===== config.mk =====
export PLATFORM = sky130hd
export DESIGN_NAME = psf_div
export DESIGN_NICKNAME = d
export VERILOG_FILES = /design/src/sv/psf_pkg.sv /design/src/sv/psf_div.sv
export SDC_FILE = /design/constraint.sdc
export NUM_CORES = 1
export LEC_CHECK = 0
export ABC_AREA = 1
export BUFFER_PORTS_ARGS = -buffer_cell sky130_fd_sc_hd__buf_2
export CAP_MARGIN = 20
export CORE_ASPECT_RATIO = 1.1
export CORE_MARGIN = 2
export CORE_UTILIZATION = 25
export CTS_CLUSTER_DIAMETER = 60
export DETAILED_ROUTE_END_ITERATION = 7
export GPL_TIMING_DRIVEN = 1
export PLACE_DENSITY = 0.52
export SYNTH_ARGS = -nofsm -noshare
export SYNTH_HDL_FRONTEND = slang
export SYNTH_SLANG_ARGS = --single-unit
export TNS_END_PERCENT = 1

===== constraint.sdc =====
create_clock -name clk -period 7.4 [get_ports clk]
set_clock_uncertainty 0.2 [all_clocks]
set_input_delay 2.22 -clock clk [delete_from_list [all_inputs] [get_ports clk]]
set_output_delay 2.22 -clock clk [all_outputs]
set_load 0.1 [all_outputs]

===== src/sv/psf_pkg.sv =====
// ----------------------------------------------------------------------------
// psf_pkg
// Types, codes and widths shared by the polygon scanline cell fill block.
// ----------------------------------------------------------------------------
package psf_pkg;

  localparam int XW  = 32;  // coordinate width
  localparam int CXW = 46;  // cell center width before saturation
  localparam int MW  = 33;  // multiplier operand / divisor width
  localparam int PW  = 66;  // product / dividend width
  localparam int QW  = 34;  // quotient width
  localparam int RCW = 12;  // row / column width
  localparam int DW  = 16;  // grid dimension width

  typedef enum logic [1:0] {
    OP_LOAD  = 2'd0,
    OP_CLEAR = 2'd1,
    OP_QUERY = 2'd2,
    OP_NONE  = 2'd3
  } op_t;

  typedef enum logic [1:0] {
    ST_OK     = 2'd0,
    ST_BOUNDS = 2'd1,
    ST_EMPTY  = 2'd2,
    ST_FULL   = 2'd3
  } status_t;

  typedef enum logic [4:0] {
    S_IDLE, S_CXM, S_CXW, S_CYM, S_CYW, S_GWD, S_GWW, S_GHD, S_GHW,
    S_BOUND, S_RD, S_CHK, S_MAG, S_MULW, S_DIVW, S_CMP, S_DONE
  } state_t;

  typedef struct packed {
    logic signed [XW-1:0] sx;
    logic signed [XW-1:0] sy;
    logic signed [XW-1:0] ex;
    logic signed [XW-1:0] ey;
  } edge_t;

endpackage


===== src/sv/psf_div.sv =====
// ----------------------------------------------------------------------------
// psf_div
// Restoring divider, one quotient bit per cycle, 34 quotient bits. The upper
// 32 dividend bits must be below the divisor.
// ----------------------------------------------------------------------------
module psf_div (
  input  logic                  clk,
  input  logic                  rst,
  input  logic                  start,
  input  logic [psf_pkg::PW-1:0] dividend,
  input  logic [psf_pkg::MW-1:0] divisor,
  output logic                  done,
  output logic [psf_pkg::QW-1:0] quo
);
  import psf_pkg::*;

  logic [MW-1:0] d_r, rem;
  logic [5:0]    cnt;
  logic          run;
  logic [MW:0]   r2, diff;

  always_comb begin
    r2   = {rem, quo[QW-1]};
    diff = r2 - {1'b0, d_r};
  end

  always_ff @(posedge clk) begin
    if (rst) begin
      run  <= 1'b0;
      done <= 1'b0;
      cnt  <= '0;
    end else begin
      done <= 1'b0;
      if (start) begin
        d_r <= divisor;
        rem <= {1'b0, dividend[PW-1:QW]};
        quo <= dividend[QW-1:0];
        cnt <= 6'(QW);
        run <= 1'b1;
      end else if (run) begin
        if (!diff[MW]) begin
          rem <= diff[MW-1:0];
          quo <= {quo[QW-2:0], 1'b1};
        end else begin
          rem <= r2[MW-1:0];
          quo <= {quo[QW-2:0], 1'b0};
        end
        cnt <= cnt - 6'd1;
        if (cnt == 6'd1) begin
          run  <= 1'b0;
          done <= 1'b1;
        end
      end
    end
  end

endmodule

Yosys cells after proc, flatten, opt, wreduce, memory -nomap -nowiden --
Cells that the tools add are included.
Word-level totals: input port bits 102, bits in registers 108, logic and storage cells 30, output and inout bits 35
Cells by class: reductions and logical operators 5, bitwise gates (word level) 2, multiplexer cells 12, $add $sub $neg 2, eq/ne operators 1
Operators by type and width (number):
- 34-bit two-way mux | 2
- 33-bit two-way mux | 2
- 34-bit by 33-bit subtractor with 34-bit output | 1
- 32-bit two-way mux | 1
- 6-bit two-way mux | 2
- 6-bit by 1-bit == test with 1-bit output (second input constant) | 1
- 6-bit by 1-bit subtractor with 6-bit output (second input constant) | 1
- 1-bit two-way mux | 5
- 2-bit AND reduction | 2
- 3-bit OR reduction | 1
- 1-bit inverter | 2
- 2-bit nonzero test | 1
- 2-bit OR reduction | 1

Logic depth before layout (Yosys ltp) --
depth in word-level cells 4, gate-level depth with buffers 17

Worst setup path before layout --
No wires, ideal clock.
kind input port to flip-flop, start input port start, end register quo[0] in the netlist's numbering (enable), stages 3, data arrival time 5.335 ns, library setup time 0.493 ns, setup slack 1.372 ns, cells stage by stage clkbuf_1 -> nor2_1 -> nor2_1
Between the ends: longest elaborated chain between the ends 2
RTL lines:
- start, declared | RTL line psf_div.sv:9 | input logic start,
- 2-bit nonzero test (no line)
- 2-bit AND reduction (no line)
- end signal, assigned | RTL line psf_div.sv:37 | quo <= dividend[QW-1:0];
- end signal, assigned | RTL line psf_div.sv:43 | quo <= {quo[QW-2:0], 1'b1};
- end signal, assigned | RTL line psf_div.sv:46 | quo <= {quo[QW-2:0], 1'b0};
- end, declared | RTL line psf_div.sv:13 | output logic [psf_pkg::QW-1:0] quo
Every way passes these cells. A chain may end at the register's enable or synchronous reset.

Worst setup path in the final report --
start input port start, end register rem[17] (enable)
Between the ends: longest elaborated chain between the ends 2
RTL lines:
- 2-bit nonzero test (no line)
- 2-bit AND reduction (no line)
- end signal, assigned | RTL line psf_div.sv:36 | rem <= {1'b0, dividend[PW-1:QW]};
- end signal, assigned | RTL line psf_div.sv:42 | rem <= diff[MW-1:0];
- end signal, assigned | RTL line psf_div.sv:45 | rem <= r2[MW-1:0];
- end, declared | RTL line psf_div.sv:17 | logic [MW-1:0] d_r, rem;
Every way passes these cells.

==> qor.csv <==
stage,metric,value,unit
run_status,status,finished clean,
power,ir_worst_vdd,0.0001194,V
placement,place_area,0.008720,mm^2
power,combPwrFrac,33.9,%
sta,finalSetupViolations,0,
critical_path,cp-start-kind,input pin,
critical_path,r2r_setup_slack,4.33,ns
critical_path,r2r_end,rem[5]$_DFFE_PP_,
synthesis,synth-seq-area-share,41.24,%
floorplanning,dieArea,0.03210,mm^2
clock_network,ctsRootBufferMaster,clkbuf_16,
critical_path,cpMostUsedCell,buf_4,
cells_and_area,num-nets-final,1317,
floorplanning,die_h,187.7,um
sta,period_share,62.67,%
route,wirelength,21700,um
floorplanning,initial_core_util,25.27,%
synthesis,netlist.area_leader.share,39.15,%
cells_and_area,diodes,0,
clock_network,cts_hold_buf,0,
synthesis,syn_area_per_cell,7.270,um^2
critical_path,cp_max_fo,71,
clock_network,cts_sinks,108,
critical_path,path_cells,"buf_2, buf_4, nor2_1, nor2_4, buf_4",
critical_path,critPathTopFamily,buffers and inverters,
synthesis,netlist_area,0.007670,mm^2
sta,tightest_slew,0.9092,ns
sta,slew_viol_final,0,
route,postRouteAntennaNets,0,
cells_and_area,final_common_cell,nand2_1,
sta,maxSlewHeadroom,39.24,%
clock_network,cts.repair.resized,0,
sta,tns,0,ns
critical_path,crit_required,7.20,ns
clock_network,clkTransAtPathRegs,0.09,ns
clock_network,cts_made_buffers,9,
sta,rsz0062_at_grt,false,
clock_network,cts_tree,done,
power,seq_power_share,39.0,%
synthesis,async_flop_share,0,%
synthesis,synth_warnings,0,
min_path,holdPathStages,2,
cells_and_area,fin_util,29.82,%
synthesis,yosys-top-cells-area,"edfxtp_1, nand2_1, inv_1, nand3_1, ha_1",
global_route,antenna_found_initial,1,
synthesis,yosys.area.top_type,edfxtp_1,
clock_network,cts_setup_buffers,0,
floorplanning,io_pins,137,
cells_and_area,design_area,0.009049,mm^2
clock_network,htree_num_levels,3,
power,p_int,1.182,mW
synthesis,ys.flop_type,edfxtp_1,
sta,layout_min_cycle_time,4.637,ns
clock_network,clock_latency,0.37,ns
floorplanning,die_x,171.0,um
global_route,grt_pass1_wl,34410,um
synthesis,ys_seq_elements,108,
cells_and_area,syn2layout_area_growth,17.98,%
critical_path,critPathSlowestCell,nor2_4,
power,p_sw,0.7435,mW
critical_path,timing_worst_setup_path_type,in2reg,
synthesis,synth.distinct_cells,36,
sta,finalHoldViolCount,0,
critical_path,max_stage_delay,0.73,ns
floorplanning,core_area,0.03035,mm^2
floorplanning,row_count,67,
synthesis,synth_edf_count,100,
power,power.leakage,4.719,nW
power,power_density,212.7,mW/mm^2
global_route,overflow,0,
power,swShare,38.62,%
route,viasPerCell,4.215,
global_route,grt_pass1_vias,6546,
critical_path,timing.rr.start,rem[19]$_DFFE_PP_,
power,clkPwrFrac,27.1,%
cells_and_area,most-common-layout-cells,"nand2_1, inv_1, buf_2, nand3_1, edfxtp_1",
route,drcViolationCount,0,
run,cap_viol_max_count,0,
global_route,grt_start_max_net_pins,72,
min_path,hold_path.startpoint,cnt[0]$_SDFFE_PP0P_,
min_path,worst_hold_path_type,reg2reg,
sta,max_freq,215.6,MHz
global_route,track_usage,13.56,%
placement,gp_congestion,0.8817,
critical_path,end_kind,flip-flop,
cells_and_area,drive_gt1_share,16.39,%
route,vias,6735,
route,wl_per_cell,13.58,um
min_path,hold_path_end,cnt[0]$_SDFFE_PP0P_,
clock_network,clock_path_buffers,2,
route,first_iter_violations,320,
route,dr.pass1.iters,5,
critical_path,critical_path_arrival,4.44,ns
sta,whs,0.2975,ns
synthesis,syn_nets,1193,
synthesis,syn_inst,1055,
critical_path,cp.buffers_inverters,3,
placement,port_buffers,136,
placement,place_hpwl,16270,um
critical_path,reg2reg_depth,12,
[worst max path at each step]
stage          slack, ns                end  start  depth (start not counted)
2_1_floorplan       1.37   quo[0]$_DFFE_PP_  start                          3
3_3_place_gp        2.35  rem[16]$_DFFE_PP_  start                          5
3_5_place_dp        2.31  rem[19]$_DFFE_PP_  start                          5
4_1_cts             2.71  rem[17]$_DFFE_PP_  start                          5
5_1_grt             2.54  rem[15]$_DFFE_PP_  start                          5
6_report            2.76  rem[17]$_DFFE_PP_  start                          5
[final cells by class]
type	instances	area (um^2)
tap	414	518.0
clock inverter	6	62.56
clock buffer	10	239.0
inverter	187	701.9
timing repair buffer	140	730.7
multi-input combinational	733	3633
fill	3422	21300
sequential	108	3163
[worst min-delay path, stage by stage, from the launching register on]
cell	delay (ns)
dfxtp_1	0.33
nand2_1	0.07
a21oi_1	0.06
[registers in the layout (all words and copies together), names as in the netlist]
signal / cells
rem: 33
run: 1
cnt: 6
quo: 34
done: 1
d_r: 33
[metal layers]
layer,global-route usage [%],wire [um]
met1,17.91,10180
met2,22.44,9994
met3,3.229,1283
met4,2.934,234
met5,0,13
[stage by stage]
stage | total power [mW] | instances | worst slack (ns)
after floorplan | 1.274 | 1055 | 1.372
after global placement | 1.413 | 1581 | 2.353
after detailed placement | 1.418 | 1581 | 2.309
after CTS | 1.945 | 1597 | 2.714
after global routing | 2.046 | 1598 | 2.542
final | 1.925 | 1598 | 2.763
[synthesized netlist by cell type (3+ instances only)]
master	count
a21oi_1	23
and2_1	8
buf_4	6
buf_6	8
clkbuf_1	9
dfxtp_1	8
edfxtp_1	100
ha_1	35
inv_1	185
nand2_1	425
nand2_2	5
nand2_4	4
nand3_1	103
nand3_2	18
nand3b_1	11
nand4_1	7
nor2_1	51
nor2_2	3
nor3_1	8
o21ai_0	4
xnor2_1	13
[logic make-up (layout without fill, tap and decap cells)]
| logic type | Yosys count | in the layout | synth area share [%] |
|---|---|---|---|
| buffers and inverters | 214 | 343 | 11.58 |
| AOI/OAI and AO/OA | 33 | 33 | 2.398 |
| xor gates and xnor gates | 15 | 15 | 1.713 |
| adders and majority gates | 36 | 36 | 5.971 |
| and+or+nand+nor | 649 | 649 | 37.10 |
| DFF | 108 | 108 | 41.24 |
[power groups by stage]
stage / Sequential, mW / Clock [mW] / Combinational (mW)
after floorplan: 0.850 / 0 / 0.424
after global placement: 0.765 / 0 / 0.649
after detailed placement: 0.764 / 0 / 0.654
after CTS: 0.752 / 0.538 / 0.656
after global routing: 0.757 / 0.557 / 0.733
final: 0.751 / 0.522 / 0.652
No activity file was read; power rests on OpenSTA's default activity.
