### config.mk
export PLATFORM = sky130hd
export DESIGN_NAME = psf_mul
export DESIGN_NICKNAME = d
export VERILOG_FILES = /design/src/sv/psf_pkg.sv /design/src/sv/psf_mul.sv
export SDC_FILE = /design/constraint.sdc
export NUM_CORES = 1
export LEC_CHECK = 0
export BUFFER_PORTS_ARGS = -buffer_cell sky130_fd_sc_hd__buf_2
export CAP_MARGIN = 30
export CELL_PAD_IN_SITES_DETAIL_PLACEMENT = 0
export CELL_PAD_IN_SITES_GLOBAL_PLACEMENT = 2
export CORE_UTILIZATION = 35
export CTS_BUF_LIST = sky130_fd_sc_hd__clkbuf_16
export DETAILED_ROUTE_END_ITERATION = 8
export PLACE_DENSITY = 0.77
export SETUP_SLACK_MARGIN = 0.5
export SLEW_MARGIN = 40
export SYNTH_ARGS = -nofsm -noshare
export SYNTH_HDL_FRONTEND = slang
export SYNTH_SLANG_ARGS = --single-unit
### constraint.sdc
create_clock -name clk -period 17.5 [get_ports clk]
set_input_delay 5.25 -clock clk [delete_from_list [all_inputs] [get_ports clk]]
set_output_delay 5.25 -clock clk [all_outputs]
set_load 0.01 [all_outputs]
### src/sv/psf_pkg.sv
// ----------------------------------------------------------------------------
// psf_pkg
// Types, codes and widths shared by the polygon scanline cell fill block.
// ----------------------------------------------------------------------------
package psf_pkg;

  localparam int XW  = 32;  // coordinate width
  localparam int CXW = 46;  // cell center width before saturation
  localparam int MW  = 33;  // multiplier operand / divisor width
  localparam int PW  = 66;  // product / dividend width
  localparam int QW  = 34;  // quotient width
  localparam int RCW = 12;  // row / column width
  localparam int DW  = 16;  // grid dimension width

  typedef enum logic [1:0] {
    OP_LOAD  = 2'd0,
    OP_CLEAR = 2'd1,
    OP_QUERY = 2'd2,
    OP_NONE  = 2'd3
  } op_t;

  typedef enum logic [1:0] {
    ST_OK     = 2'd0,
    ST_BOUNDS = 2'd1,
    ST_EMPTY  = 2'd2,
    ST_FULL   = 2'd3
  } status_t;

  typedef enum logic [4:0] {
    S_IDLE, S_CXM, S_CXW, S_CYM, S_CYW, S_GWD, S_GWW, S_GHD, S_GHW,
    S_BOUND, S_RD, S_CHK, S_MAG, S_MULW, S_DIVW, S_CMP, S_DONE
  } state_t;

  typedef struct packed {
    logic signed [XW-1:0] sx;
    logic signed [XW-1:0] sy;
    logic signed [XW-1:0] ex;
    logic signed [XW-1:0] ey;
  } edge_t;

endpackage

### src/sv/psf_mul.sv
// ----------------------------------------------------------------------------
// psf_mul
// Multi-cycle unsigned 33x33 multiplier built from four 17x17 partial products.
// ----------------------------------------------------------------------------
module psf_mul (
  input  logic                  clk,
  input  logic                  rst,
  input  logic                  start,
  input  logic [psf_pkg::MW-1:0] a,
  input  logic [psf_pkg::MW-1:0] b,
  output logic                  done,
  output logic [psf_pkg::PW-1:0] p
);
  import psf_pkg::*;

  localparam int HW = 17;

  logic [MW-1:0]   a_r, b_r;
  logic [2:0]      idx;
  logic            run, pp_vld;
  logic [2*HW-1:0] pp;
  logic [1:0]      pp_sh;
  logic [HW-1:0]   a_part, b_part;
  logic [PW-1:0]   pp_ext;

  always_comb begin
    a_part = (idx == 3'd2 || idx == 3'd3) ? {1'b0, a_r[MW-1:HW]} : a_r[HW-1:0];
    b_part = (idx == 3'd1 || idx == 3'd3) ? {1'b0, b_r[MW-1:HW]} : b_r[HW-1:0];
    case (pp_sh)
      2'd0:    pp_ext = {{(PW-2*HW){1'b0}}, pp};
      2'd1:    pp_ext = {{(PW-2*HW-HW){1'b0}}, pp, {HW{1'b0}}};
      // high x high fits in 32 bits
      default: pp_ext = {pp[PW-2*HW-1:0], {(2*HW){1'b0}}};
    endcase
  end

  always_ff @(posedge clk) begin
    if (rst) begin
      run    <= 1'b0;
      pp_vld <= 1'b0;
      done   <= 1'b0;
      idx    <= '0;
    end else begin
      done <= 1'b0;
      if (start) begin
        a_r    <= a;
        b_r    <= b;
        idx    <= '0;
        run    <= 1'b1;
        pp_vld <= 1'b0;
        p      <= '0;
      end else if (run) begin
        if (idx != 3'd4) begin
          pp     <= a_part * b_part;
          pp_sh  <= (idx == 3'd0) ? 2'd0 : (idx == 3'd3) ? 2'd2 : 2'd1;
          pp_vld <= 1'b1;
          idx    <= idx + 3'd1;
        end else begin
          pp_vld <= 1'b0;
          run    <= 1'b0;
          done   <= 1'b1;
        end
        if (pp_vld) p <= p + pp_ext;
      end
    end
  end

endmodule

-- Word-level counts from Yosys, hierarchy flattened
Cells that the tools add are included.
W data, S select, Z words.
- register bits after elaboration: 174
- logic and storage cells: 42
- ROM bits: 0
- bits of input ports: 69
- memories: 0
- output and inout bits: 67
- memory bits (writable): 0
- bits in latches: 0
- bitwise logic cells: 3
- div/mod/pow operators: 0
- reduce and logical (&&, ||, !) cells: 12
- multiplexer cells: 10
- multiply operators: 1
- add/sub/neg operators: 2
- equal/unequal tests: 5
- shift operators: 0
- magnitude comparators: 0
- operators by type and width (cell ; number):
    $mux W66 ; 2
    $pmux W66 S2 ; 1
    $add A66 B66 Y66 ; 1
    $mul A17 B17 Y34 ; 1
    $mux W17 ; 2
    $eq A3 B2 Y1 const B ; 2
    $mux W1 ; 4
    $reduce_and A2 Y1 ; 2
    $reduce_and A4 Y1 ; 1
    $reduce_bool A2 Y1 ; 2
    $add A3 B1 Y3 const B ; 1
    $eq A3 B1 Y1 const B ; 1
    $logic_not A3 Y1 ; 1
    $ne A3 B3 Y1 const B ; 1
    $not A1 Y1 ; 3
    $reduce_and A3 Y1 ; 1
    $reduce_or A3 Y1 ; 1
    $eq A2 B1 Y1 const B ; 1
    $logic_not A2 Y1 ; 1
    $logic_or A1 B1 Y1 ; 2
    $mux W2 ; 1
    $reduce_or A2 Y1 ; 1

-- Depth between registers and ports, before layout
Gate-level depths: netlist of the first run.
- word-level depth: 5
- gate-level depth with buffers: 28
- mapped depth without buffers: 26

-- Worst setup path before layout of the first run
No wires, ideal clock.
- path kind: input to register
- start: in start
- end: reg p[0] (netlist name), enable pin
- required time: 17.010 ns
- cell stages on the path: 4
- library setup time: 0.490 ns
- buffers on the path: 2
- slack: 8.373 ns
- arrival time: 8.637 ns
- cell sequence: clkbuf_1 > buf_1 > a21oi_1 > nor2_1
- word-level cells in the longest chain between the ends: 2
- elaborated cells on any way between the ends: 3
- classes of those cells: reduce/logical: 3
- RTL lines (what ; RTL line ; RTL):
    from (decl) ; psf_mul.sv:8 ; input logic start,
    $reduce_bool A2 Y1 (no source line) ; - ;
    $reduce_and A3 Y1 (no source line) * ; - ;
    to (signal assigned) ; psf_mul.sv:63 ; if (pp_vld) p <= p + pp_ext;
    to (decl) ; psf_mul.sv:12 ; output logic [psf_pkg::PW-1:0] p
Mark *: on every way between the ends. The rest lies on a longest branch, timed or not.
A chain may end at the register's enable or synchronous reset.

-- Worst setup path in the final report of the first run
- start: reg idx[2]
- end: reg pp[32] (data pin)
- word-level cells in the longest chain between the ends: 4
- elaborated cells on any way between the ends: 8
- classes of those cells: mul: 1; eq/ne: 3; mux: 2; reduce/logical: 2
- RTL lines (what ; RTL line ; RTL):
    from (decl) ; psf_mul.sv:19 ; logic [2:0] idx;
    from (signal assigned) ; psf_mul.sv:57 ; idx <= idx + 3'd1;
    $eq A3 B2 Y1 (tied with other cells) ; psf_mul.sv:27 ; a_part = (idx == 3'd2 || idx == 3'd3) ? {1'b0, a_r[MW-1:HW]} : a_r[HW-1:0];
    $logic_or A1 B1 Y1 (on tied branches) ; psf_mul.sv:27, psf_mul.sv:28 ;
    $mux W17 (on tied branches) ; psf_mul.sv:27, psf_mul.sv:28 ;
    $mul A17 B17 Y34 * ; psf_mul.sv:54 ; pp <= a_part * b_part;
    to (signal assigned) ; psf_mul.sv:54 ;
    to (decl) ; psf_mul.sv:21 ; logic [2*HW-1:0] pp;
Marks and branches as above.

==> results.cfg, run 1 <==
[final_layout]
fin_area_um2 = 22600
drive_gt1_share_pct = 11.4
antenna_cells = 0
layout_common_cells = inv_1, nor2_1, nand2_1, fa_1, ha_1
areaGrowthSynthToFinish_pct = 10.3
finalNonFillerCells = 3052
nets = 2746
final_common_cell = inv_1
num-fill-cells = 5875

[logic_synthesis]
synth_area_leader_cell = edfxtp_1
synth_edf_count = 168
syn-num-nets = 2647
netlist_top_cells_area = edfxtp_1, fa_1, ha_1
seq_area_frac_synth_pct = 25.2
syn_inst = 2175
ys.flop_type = edfxtp_1
synth_top_area_share_pct = 24.6
syn_avg_cell_area_um2 = 9.41
yosys_warnings = 0
netlist_area_um2 = 20500
async_flop_share_pct = 0
synth.distinct_cells = 85
ys_seq_elements = 174

[min_path]
hold_depth = 2
whs_endpoint = pp_vld
hold_start = pp_vld
hold_class = register to register

[place]
placed_cells = 3020
place_area_um2 = 22000
port_buffers = 135
routabilityCongestion = 0.946
hpwlAfterDp_um = 51300

[detailed_routing]
post-route-drc-count = 0
vias_per_cell = 5.16
wl_um = 61600
firstDrtPassIters = 5
vias = 15800
drt-initial-drc-count = 1048
wl_per_cell_um = 20.2
drtAntennaViolNets = 0

[power]
p_leak_nw = 10.5
power_density_nw_per_um2 = 234
peakVddDrop_mv = 0.245

[worst_setup_path]
critPathRequiredTime_ns = 17.74
cp-end-kind = register
reg2reg_slack_ns = 9.47
slowest_delay_ns = 0.77
r2r_cells = 25
worstPathArrival_ns = 8.27
critPathSlowestCell = mux2i_1
crit_path_frequent_cell = fa_1
r2r-end = pp[32]
rr_startpoint = idx[2]
cp-start-kind = register
path_class = register to register
crit_fanout = 34

[timing]
tns_ns = 0
hold_violations = 0
fin_skew_ns = 0.0215
min_period_ns = 8.03
slew_headroom_pct = 43.7
drv_slew = 0
fin_crit_sh_pct = 45.9
max_freq_ghz = 0.125
setup_violations = 0
rsz0062_at_grt = false
tightest_slew_ns = 0.820

[clocking]
cts-htree-levels = 4
clk_path_buf_depth = 2
postCtsSetupRepairBufs = 0
clkSinkCount = 174
cts_buffers = 17
cts_tree = done
post_cts_resized = 0
ctsHoldBuffers = 0
clk_latency_ns = 0.50
path_clk_slew_ns = 0.08
clockRootBuffer = clkbuf_16

[global_route]
grt_overflow_total = 0
grt_use_total_pct = 21.0
grt_pass1_vias = 16000
antenna_found_initial = 1
grt_pass1_wl_um = 94100
grt_max_degree = 67

[flow_run]
maxCapViolCount = 0

[floorplanning]
core_um2 = 57700
initial_utilization_pct = 35.5
ios = 136
chipHeight_um = 244
die_w_um = 244
num_rows = 88
dieArea_um2 = 59500

[run_status]
status = completed
==> report_power, final <==
group | internal (W) | switching [W] | total, W
registers | 0.000725 | 0.0000769 | 0.000802
logic | 0.00173 | 0.00234 | 0.00407
clock network | 0.000204 | 0.000205 | 0.000409
==> registers in the layout, summed over array words and instances (netlist names) <==
signal,cells
p,66
pp,34
a_r,33
b_r,33
idx,3
pp_sh,2
done,1
pp_vld,1
run,1
==> worst max-delay path, delay by kind of cell, from the launching register on <==
| family | cells | cell delay (ns) |
|---|---|---|
| AND/OR/NAND/NOR | 2 | 0.32 |
| flip-flops | 1 | 0.36 |
| adder cells (fa/ha/maj) | 8 | 3.56 |
| AO/OA/AOI/OAI | 7 | 1.82 |
| buffers and inverters | 6 | 0.81 |
| XOR/XNOR | 1 | 0.08 |
| multiplexers | 1 | 0.77 |
==> kinds of logic after synthesis <==
| family | share of synthesized area [%] |
|---|---|
| and+or+nand+nor | 14.7 |
| buffers and inverters | 7.44 |
| AOI/OAI and AO/OA | 12.2 |
| muxes | 4.76 |
| xor gates and xnor gates | 2.78 |
| DFF | 25.2 |
| adders and majority gates | 32.9 |
==> cell usage after synthesis (10+ instances only) <==
cell type,instances
edfxtp_1,168
o21ai_0,50
ha_1,178
fa_1,225
a211oi_1,10
nor2b_1,18
a21o_1,43
o21bai_1,17
xor2_1,23
inv_1,307
mux2i_1,49
a21oi_1,128
nand2_1,236
o21a_1,19
nand2b_1,21
nor2_1,272
nor3_1,28
a22o_1,17
a31oi_1,14
xnor2_1,42
o21ai_1,13
clkbuf_1,50
and2_1,38
mux2_1,13
and3_1,14
nand4_1,22
mux2_2,30
==> area by class of cell <==
type	count	area (um^2)	share of cell area [%]
well taps	765	957	4.24
clock buffers	17	425	1.88
flip-flops and latches	174	5160	22.9
inverters	307	1150	5.11
repair buffers	155	845	3.74
multi-input cells	1619	13900	61.4
clock inverters	15	170	0.754
==> worst max path at each step <==
stage               startpoint      to  slack (ns)  depth (start not counted)
floorplan                start    p[0]        8.37                          4
global placement        idx[2]  pp[32]        9.61                         25
detailed placement      idx[2]  pp[32]        9.43                         25
CTS                     idx[2]  pp[32]        9.41                         25
global route            idx[2]  pp[31]        9.05                         25
finish                  idx[2]  pp[32]        9.47                         25
==> stage by stage <==
step | power [W] | hold slack (ns) | setup slack [ns] | util [%]
after floorplan | 0.00393 | 0.437 | 8.37 | -
after global placement | 0.00485 | 0.448 | 9.61 | 38.0
after detailed placement | 0.00488 | 0.461 | 9.43 | 38.1
after CTS | 0.00532 | 0.474 | 9.41 | 39.1
final | 0.00528 | 0.468 | 9.47 | 39.1
after global routing | 0.00586 | 0.502 | 9.05 | 39.1
==> routing by layer <==
| metal | part of all wire [%] | vias up | track usage [%] | wire, um |
|---|---|---|---|---|
| met2 | 47 | 437 | 34.5 | 28900 |
| met1 | 45 | 7761 | 27.6 | 27900 |
| met3 | 4.0 | 104 | 2.94 | 2500 |
| met4 | 3.7 | 2 | 8.62 | 2310 |
| li1 | - | 7450 | - | - |
| met5 | 0.018 | - | 0 | 11 |
Power figures use the tool's default switching activity.
==> run 2: changes to the inputs <==
clock period = 7.5 ns   (was 17.5 ns; I/O delays follow)
==> run 2 against run 1 <==
Design area is 6.9% higher; first-iteration DRC count is 19% lower; count of clock-buffer cells in the layout stayed put; critical endpoint unchanged.
==> results.cfg, run 2 (synthesized netlist as in run 1, its figures left out) <==
[run_status]
status = completed

[timing]
tightest_slew_ns = 0.842
setup_violations = 0
max_freq_ghz = 0.142
min_period_ns = 7.06
setup_ws_ns = 0.435
rsz0062_at_grt = true
fin_skew_ns = 0.0165
fin_crit_sh_pct = 94.2
hold_violations = 0
holdWs_ns = 0.472
drv_slew = 0
tns_ns = 0
slew_headroom_pct = 43.6

[place]
place_area_um2 = 22400
hpwlAfterDp_um = 54000
routabilityCongestion = 0.888
port_buffers = 135
place_ws_ns = 0.0568

[final_layout]
drive_gt1_share_pct = 17.6
top_regs = p x66, pp x34
top_register = p
areaGrowthSynthToFinish_pct = 17.9
num-fill-cells = 5789
nets = 2846
final_common_cell = inv_1
largest_reg_flops = 66
layout_common_cells = inv_1, nor2_1, nand2_1, fa_1, edfxtp_1
fin_area_um2 = 24100
seq_area_um2 = 5170
multi_input_area_um2 = 14400

[worst_setup_path]
r2r_cells = 27
crit_end = pp[32]
cp-end-kind = register
critPathRequiredTime_ns = 7.74
path_class = register to register
crit_fanout = 11
critPathLaunch = idx[1]
rr_startpoint = idx[1]
r2r-end = pp[32]
cp-start-kind = register
reg2reg_slack_ns = 0.44
worstPathArrival_ns = 7.30

[global_route]
grt_pass1_vias = 16600
grt_overflow_total = 0
grt_pass1_wl_um = 99300
grt_use_total_pct = 22.3
antenna_found_initial = 1
grt_max_degree = 83

[floorplanning]
core_um2 = 57700
initial_utilization_pct = 35.5
chipHeight_um = 244
die_w_um = 244
dieArea_um2 = 59500
num_rows = 88
ios = 136

[detailed_routing]
vias = 16100
post-route-drc-count = 0
drt-initial-drc-count = 852
wl_um = 65400
vias_per_cell = 5.10
wl_per_cell_um = 20.7
drtAntennaViolNets = 0
firstDrtPassIters = 8

[clocking]
cts_buffers = 17
clk_latency_ns = 0.50
path_clk_slew_ns = 0.08
cts_tree = done
clkSinkCount = 174
clockRootBuffer = clkbuf_16
cts-htree-levels = 4
ctsHoldBuffers = 0
clk_path_buf_depth = 2

[min_path]
hold_class = register to register

[flow_run]
maxCapViolCount = 0
[run 2: changes by cell type in the layout (fill, tap and decap cells not counted), moves of 6 or more]
cell     delta
fa_1        -6
mux2i_1     -9
inv_1       -7
inv_2       +7
buf_12      +8
mux2i_4    +15
mux2_2     -20
mux2i_2     -6
buf_6      +17
buf_4      +71
ha_1       -13
mux2_4     +20
fa_2        +6
ha_4       +10
[run 2: per-layer routing]
layer / global-route usage [%] / part of all wire (%) / up-vias
met5: 0 / 0 / -
met4: 8.66 / 3.5 / 0
met3: 3.46 / 4.0 / 97
met2: 37.3 / 48 / 380
met1: 28.7 / 44 / 7930
li1: - / - / 7659
[run 2: layout make-up]
| type | instances | share of cell area (%) |
|---|---|---|
| multi-input cells | 1619 | 59.7 |
| flip-flops and latches | 174 | 21.4 |
| repair buffers | 255 | 7.52 |
| inverters | 307 | 4.77 |
| well taps | 765 | 3.96 |
| clock buffers | 17 | 1.76 |
| clock inverters | 15 | 0.860 |
| diodes | 1 | 0.0104 |
[run 2: what timing repair did]
action                                  4_1_cts  5_1_grt
cloned                                        2        0
setup buffers                                21       34
pin swaps                                    11       35
endpoints found under the setup margin        9       11
gates resized for setup                      56       80
[run 2: stage by stage]
stage	util (%)	std cells
final	41.8	3153
after global routing	41.8	3152
after CTS	40.7	3118
after detailed placement	38.8	3063
after global placement	38.7	3061
after floorplan	-	2175
[run 2: worst min-delay path by stage]
| stage | endpoint | slack, ns | cells past startpoint | start |
|---|---|---|---|---|
| CTS | pp_vld | 0.48 | 2 | pp_vld |
| global route | pp_vld | 0.50 | 2 | pp_vld |
| floorplan | pp_vld | 0.44 | 2 | pp_vld |
| global placement | pp_vld | 0.45 | 2 | pp_vld |
| finish | pp_vld | 0.47 | 2 | pp_vld |
| detailed placement | pp_vld | 0.47 | 2 | pp_vld |
[run 2: critical path, cell delays in order (launching register included)]
cell and delay (ns):
dfxtp_4 0.36, ha_4 0.16, ha_4 0.18, a21oi_4 0.19, buf_12 0.18, mux2i_4 0.30, buf_4 0.16, buf_6 0.14
nor2_2 0.05, fa_1 0.47, inv_1 0.05, fa_1 0.45, fa_1 0.51, inv_2 0.05, fa_1 0.47, fa_1 0.54
inv_2 0.04, fa_1 0.51, inv_2 0.05, ha_4 0.25, and2_4 0.15, a221oi_4 0.26, or2_1 0.18, o211ai_4 0.12
a2111oi_4 0.48, o31ai_2 0.16, a31oi_1 0.25, xnor2_1 0.10
Power of run 2 is left out: the tool's default activity adds up to more than one toggle a clock period on the data nets, which glitch-free logic cannot reach.
